### src/hw/rtl/ogru_pkg.sv
// Package: shared types and constants of the occupancy grid ray update block.
package ogru_pkg;

  localparam int unsigned CoordW   = 8;
  localparam int unsigned CfgDataW = 9;
  localparam int unsigned CfgIdxW  = 2;
  localparam int unsigned WalkW    = 9;

  localparam logic [CfgIdxW-1:0] RegGridWidth  = 2'd0;
  localparam logic [CfgIdxW-1:0] RegGridHeight = 2'd1;
  localparam logic [CfgIdxW-1:0] RegHitOdds    = 2'd2;
  localparam logic [CfgIdxW-1:0] RegMissOdds   = 2'd3;

  localparam logic OpRay  = 1'b0;
  localparam logic OpRead = 1'b1;

  localparam logic signed [7:0] CellUnknown  = -8'sd1;
  localparam logic signed [7:0] ReadErrValue = -8'sd2;
  localparam logic signed [8:0] OddsCeiling  = 9'sd100;

  // Request item.
  typedef struct packed {
    logic              opcode;
    logic [CoordW-1:0] start_x;
    logic [CoordW-1:0] start_y;
    logic [CoordW-1:0] end_x;
    logic [CoordW-1:0] end_y;
    logic              hit;
  } req_t;

  // Result item.
  typedef struct packed {
    logic signed [7:0] cell_value;
    logic [WalkW-1:0]  cells_walked;
  } rsp_t;

  // Cell operation applied by the datapath.
  typedef enum logic [1:0] {
    CELL_ADD_HIT,
    CELL_SUB_MISS,
    CELL_READ
  } cell_op_e;

  typedef enum logic [3:0] {
    ST_CLEAR,
    ST_IDLE,
    ST_SETUP,
    ST_HIT_RD,
    ST_HIT_WR,
    ST_WALK_RD,
    ST_WALK_WR,
    ST_HIT2_RD,
    ST_HIT2_WR,
    ST_FIN_RD,
    ST_FIN_WAIT,
    ST_OUT
  } state_e;

  // Controller to datapath.
  typedef struct packed {
    logic     load;       // capture the request
    logic     setup;      // prepare the line walk
    logic     sel_walk;   // address the current line cell, else the end cell (the start cell on a read)
    logic     mem_rd;
    logic     mem_wr;
    cell_op_e op;
    logic     step;       // advance the line walk
    logic     clear_wr;   // write the clear pattern
    logic     out_load;   // capture the result
  } cmd_t;

  // Datapath to controller.
  typedef struct packed {
    logic is_read;
    logic hit;
    logic walk_last;
    logic clear_done;
  } sts_t;

endpackage

### src/hw/rtl/ogru_ctrl.sv
// Controller: sequences clearing, ray updates and reads.
module ogru_ctrl (
  input  logic            clk_i,
  input  logic            rst_ni,
  input  logic            in_valid_i,
  output logic            in_ready_o,
  output logic            out_valid_o,
  input  logic            out_ready_i,
  input  ogru_pkg::sts_t  sts_i,
  output ogru_pkg::cmd_t  cmd_o
);
  import ogru_pkg::*;

  state_e state_q, state_d;
  logic   out_valid_q, out_valid_d;

  // State and output-valid registers.
  always_ff @(posedge clk_i or negedge rst_ni) begin
    if (!rst_ni) begin
      state_q     <= ST_CLEAR;
      out_valid_q <= 1'b0;
    end else begin
      state_q     <= state_d;
      out_valid_q <= out_valid_d;
    end
  end

  assign out_valid_o = out_valid_q;

  // Next state and commands.
  always_comb begin
    state_d     = state_q;
    out_valid_d = out_valid_q && !out_ready_i;
    cmd_o       = '0;
    cmd_o.op    = CELL_READ;
    in_ready_o  = 1'b0;
    case (state_q)
      ST_CLEAR: begin
        cmd_o.clear_wr = 1'b1;
        if (sts_i.clear_done) begin
          state_d = ST_IDLE;
        end
      end
      ST_IDLE: begin
        in_ready_o = 1'b1;
        if (in_valid_i) begin
          cmd_o.load = 1'b1;
          state_d    = ST_SETUP;
        end
      end
      ST_SETUP: begin
        cmd_o.setup = 1'b1;
        if (sts_i.is_read) begin
          state_d = ST_FIN_RD;
        end else if (sts_i.hit) begin
          state_d = ST_HIT_RD;
        end else begin
          state_d = ST_WALK_RD;
        end
      end
      ST_HIT_RD: begin
        cmd_o.mem_rd = 1'b1;
        state_d      = ST_HIT_WR;
      end
      ST_HIT_WR: begin
        cmd_o.mem_wr = 1'b1;
        cmd_o.op     = CELL_ADD_HIT;
        state_d      = ST_WALK_RD;
      end
      ST_WALK_RD: begin
        cmd_o.sel_walk = 1'b1;
        cmd_o.mem_rd   = 1'b1;
        state_d        = ST_WALK_WR;
      end
      ST_WALK_WR: begin
        cmd_o.sel_walk = 1'b1;
        cmd_o.mem_wr   = 1'b1;
        cmd_o.op       = CELL_SUB_MISS;
        cmd_o.step     = 1'b1;
        if (!sts_i.walk_last) begin
          state_d = ST_WALK_RD;
        end else if (sts_i.hit) begin
          state_d = ST_HIT2_RD;
        end else begin
          state_d = ST_FIN_RD;
        end
      end
      ST_HIT2_RD: begin
        cmd_o.mem_rd = 1'b1;
        state_d      = ST_HIT2_WR;
      end
      ST_HIT2_WR: begin
        cmd_o.mem_wr = 1'b1;
        cmd_o.op     = CELL_ADD_HIT;
        state_d      = ST_FIN_RD;
      end
      ST_FIN_RD: begin
        cmd_o.mem_rd = 1'b1;
        state_d      = ST_FIN_WAIT;
      end
      ST_FIN_WAIT: begin
        if (!out_valid_q || out_ready_i) begin
          cmd_o.out_load = 1'b1;
          out_valid_d    = 1'b1;
          state_d        = ST_IDLE;
        end
      end
      default: begin
        state_d = ST_IDLE;
      end
    endcase
  end
endmodule

### config.mk
export PLATFORM = sky130hd
export DESIGN_NAME = ogru_ctrl
export DESIGN_NICKNAME = d
export VERILOG_FILES = /design/src/hw/rtl/ogru_pkg.sv /design/src/hw/rtl/ogru_ctrl.sv
export SDC_FILE = /design/constraint.sdc
export NUM_CORES = 1
export LEC_CHECK = 0
export BUFFER_PORTS_ARGS = -buffer_cell sky130_fd_sc_hd__buf_4
export CORE_AREA = 5 5 42 44
export CTS_CLUSTER_SIZE = 25
export DETAILED_ROUTE_END_ITERATION = 6
export DIE_AREA = 0 0 47 49
export GPL_TIMING_DRIVEN = 0
export PLACE_DENSITY_LB_ADDON = 0.05
export SETUP_SLACK_MARGIN = 0.3
export SYNTH_ARGS = -nofsm -noshare
export SYNTH_HDL_FRONTEND = slang
export SYNTH_SLANG_ARGS = --single-unit
export TNS_END_PERCENT = 10
### constraint.sdc
create_clock -name clk_i -period 1.5 [get_ports clk_i]
set_input_delay 0.15 -clock clk_i [delete_from_list [all_inputs] [get_ports clk_i]]
set_output_delay 0.15 -clock clk_i [all_outputs]
set_load 0.1 [all_outputs]
==> metrics <==
Multi-input gate area 317 um^2; vias 474; drt total wl 1120 um; Slew Limit Fails 0; status finished with violations; worst-path fanout max 10; worst endpoint required time 1.35 ns; Post-synth top flop dfrtp_1; final setup margin -0.153 ns; diodes inserted 0; DIE WIDTH 47 um; filler cell count 139; I/O pin count 20; Post-Syn Area 434 um^2; Crit path largest cell delay 0.39 ns; Final min period 1.65 ns; CP startpoint kind flop; DR WL met3 43 um; clk_lat worst skew 0.24 ns; clk_skew 0.00346 ns; RePlAce Congestion 0.729; mux contribution to synthesized area 2.59%; I/O Buffers 19; hold_sp out_ready_i; DR WL met2 575 um; CTS tree done; Final Util 56.3%; top layer in use met3; xor/xnor share of the synthesized area 0%; core area 1400 um^2; vias per cell 4.89; initial antenna violation count 0; top cell type's share of synthesized area 28.8%; fin crit share 110%; Routed wire per std cell 11.6 um; final hold viol count 0; DP HPWL 901 um; fmax 605 MHz; Async SR Flop Fraction 100%; reg-to-reg critical path startpoint state_q[0]; Mapped Avg Cell Area 7.62 um^2; Adder-Cell Fraction of Synth Area 0%; Compound-Gate Fraction of Synth Area 21.3%; first-pass GRT wire length 1910 um; RSZ-0062 raised after global routing yes; setup TNS -0.795 ns; CTS Buf Count 3; leading area contributor after synthesis dfrtp_1; Cell variety after synth 25; Slew headroom 77.0%; storage element area 125 um^2; Residual DRC 0; Clock Sinks 5; most frequent cell after synthesis o21ai_0; met1 WL 503 um; Setup Buffers After CTS 0; Routed Antenna Nets 0; overall routing resource usage 11.3%; Area contributors post-synth dfrtp_1 29%, o21ai_0 6.9%, a21oi_1 4.6%; Hold Crit Class primary input to flop; Gate Count Post-Synth 57; Max Cap Viol 0; layout cell share with drive strength beyond 1 51.9%; Hold WS 0.141 ns; Initial Util 31.0%; Worst-Margin Slew 0.341 ns; EDFF count, synth 0; Worst-path clk slew 0.04 ns; Nets 90; slowest CP cell dfrtp_1; vias in the first global route 457; Syn Nets 65; htree depth 1; Seq cells post-synth 5; largest family of logic cells by synthesized area simple AND/OR/NAND/NOR gates; YS warnings 0; CTS Buffer Depth 2; Setup violations, final 10; most frequent cells after synthesis 6 x o21ai_0, 5 x dfrtp_1, 5 x inv_1, 5 x nor2_1; simple-gate portion of the synthesized area 35.2%; grt ovf 0; Setup CP Type flop to output pin; crit path from state_q[1]; Crit. End Element output pin; Detailed Routing Iterations Pass 1 4; largest net degree at the start of global routing 11; FP Rows 14; sequential fraction of the synthesis area 28.8%; cells along the critical path buf_6 -> or3_4 -> and3_4 -> buf_12; Worst Path Arrival 1.50 ns; die height 49 um; violated checks setup timing; Detailed Route Iter0 Violations 8; Die ar. 2300 um^2; Root Buffer clkbuf_4; Layout area overhead 81.6%
## routing by layer
| metal | track usage (%) | vias up |
|---|---|---|
| li1 | - | 243 |
| met1 | 14.7 | 222 |
| met2 | 16.5 | 9 |
| met3 | 5.54 | 0 |
| met4 | 2.76 | 0 |
| met5 | 0 | - |
## worst paths after layout
check / to / slack [ns] / cells past startpoint
worst max-delay path: cmd_o[6] / -0.15 / 4
worst min-delay path: out_valid_o / 0.14 / 2
worst max register to register: state_q[1] / 0.10 / 4
worst min register to register: out_valid_o / 0.59 / 2
max in group asynchronous: state_q[2] / 1.14 / 2
min in group asynchronous: state_q[1] / 0.25 / 2
## sequential cells by signal (all words and copies together) (netlist names)
name	cells
state_q	4
out_valid_o	1
## logic make-up (layout without fill, tap and decap cells)
family          Yosys count  after routing
simple gates             26             26
compound gates           15             15
buf+inv                  10             34
flops                     5              5
mux                       1              1
## worst max-delay path, delay by kind of cell (launching register included)
family | cells | cell delay [ns]
AND/OR/NAND/NOR | 2 | 0.57
flip-flops | 1 | 0.39
buffers and inverters | 2 | 0.31
## layout make-up
class / instances / area share (%)
clock buffers: 4 / 3.33
well taps: 16 / 2.54
repair buffers: 20 / 30.0
multi-input cells: 42 / 40.2
inverters: 5 / 2.38
plain buffers: 5 / 5.71
flip-flops and latches: 5 / 15.9
## placed cells by master, fill, tap and decap left out, types with 2 or more instances in the layout
cell      synthesis  final
buf_4             1     10
buf_6             1      7
o21ai_0           6      6
inv_1             5      5
dfrtp_1           5      5
nor2_2            0      4
clkbuf_4          0      4
nand2_1           4      4
buf_12            0      4
nand2b_1          3      3
nor3_1            4      3
or3_4             1      2
nor2b_4           1      2
a21oi_2           0      2
a211oi_1          2      2
buf_8             0      2
## what timing repair did
action	in CTS	in global routing
hold buffers	1	0
gates resized for setup	25	5
setup endpoints to repair	15	15
endpoints found under the hold margin	5	0
pin swaps	0	0
## per-stage QoR
stage	instances	worst slack, ns	instance area (um^2)
final	97	-0.153	788
after global routing	97	-0.193	788
after CTS	97	-0.154	771
after detailed placement	92	-0.0199	631
after global placement	92	-0.00728	631
after floorplan	57	-0.594	468
Power is not shown: default switching activity piles up to over one toggle a cycle in this logic, so the estimate is an artifact.
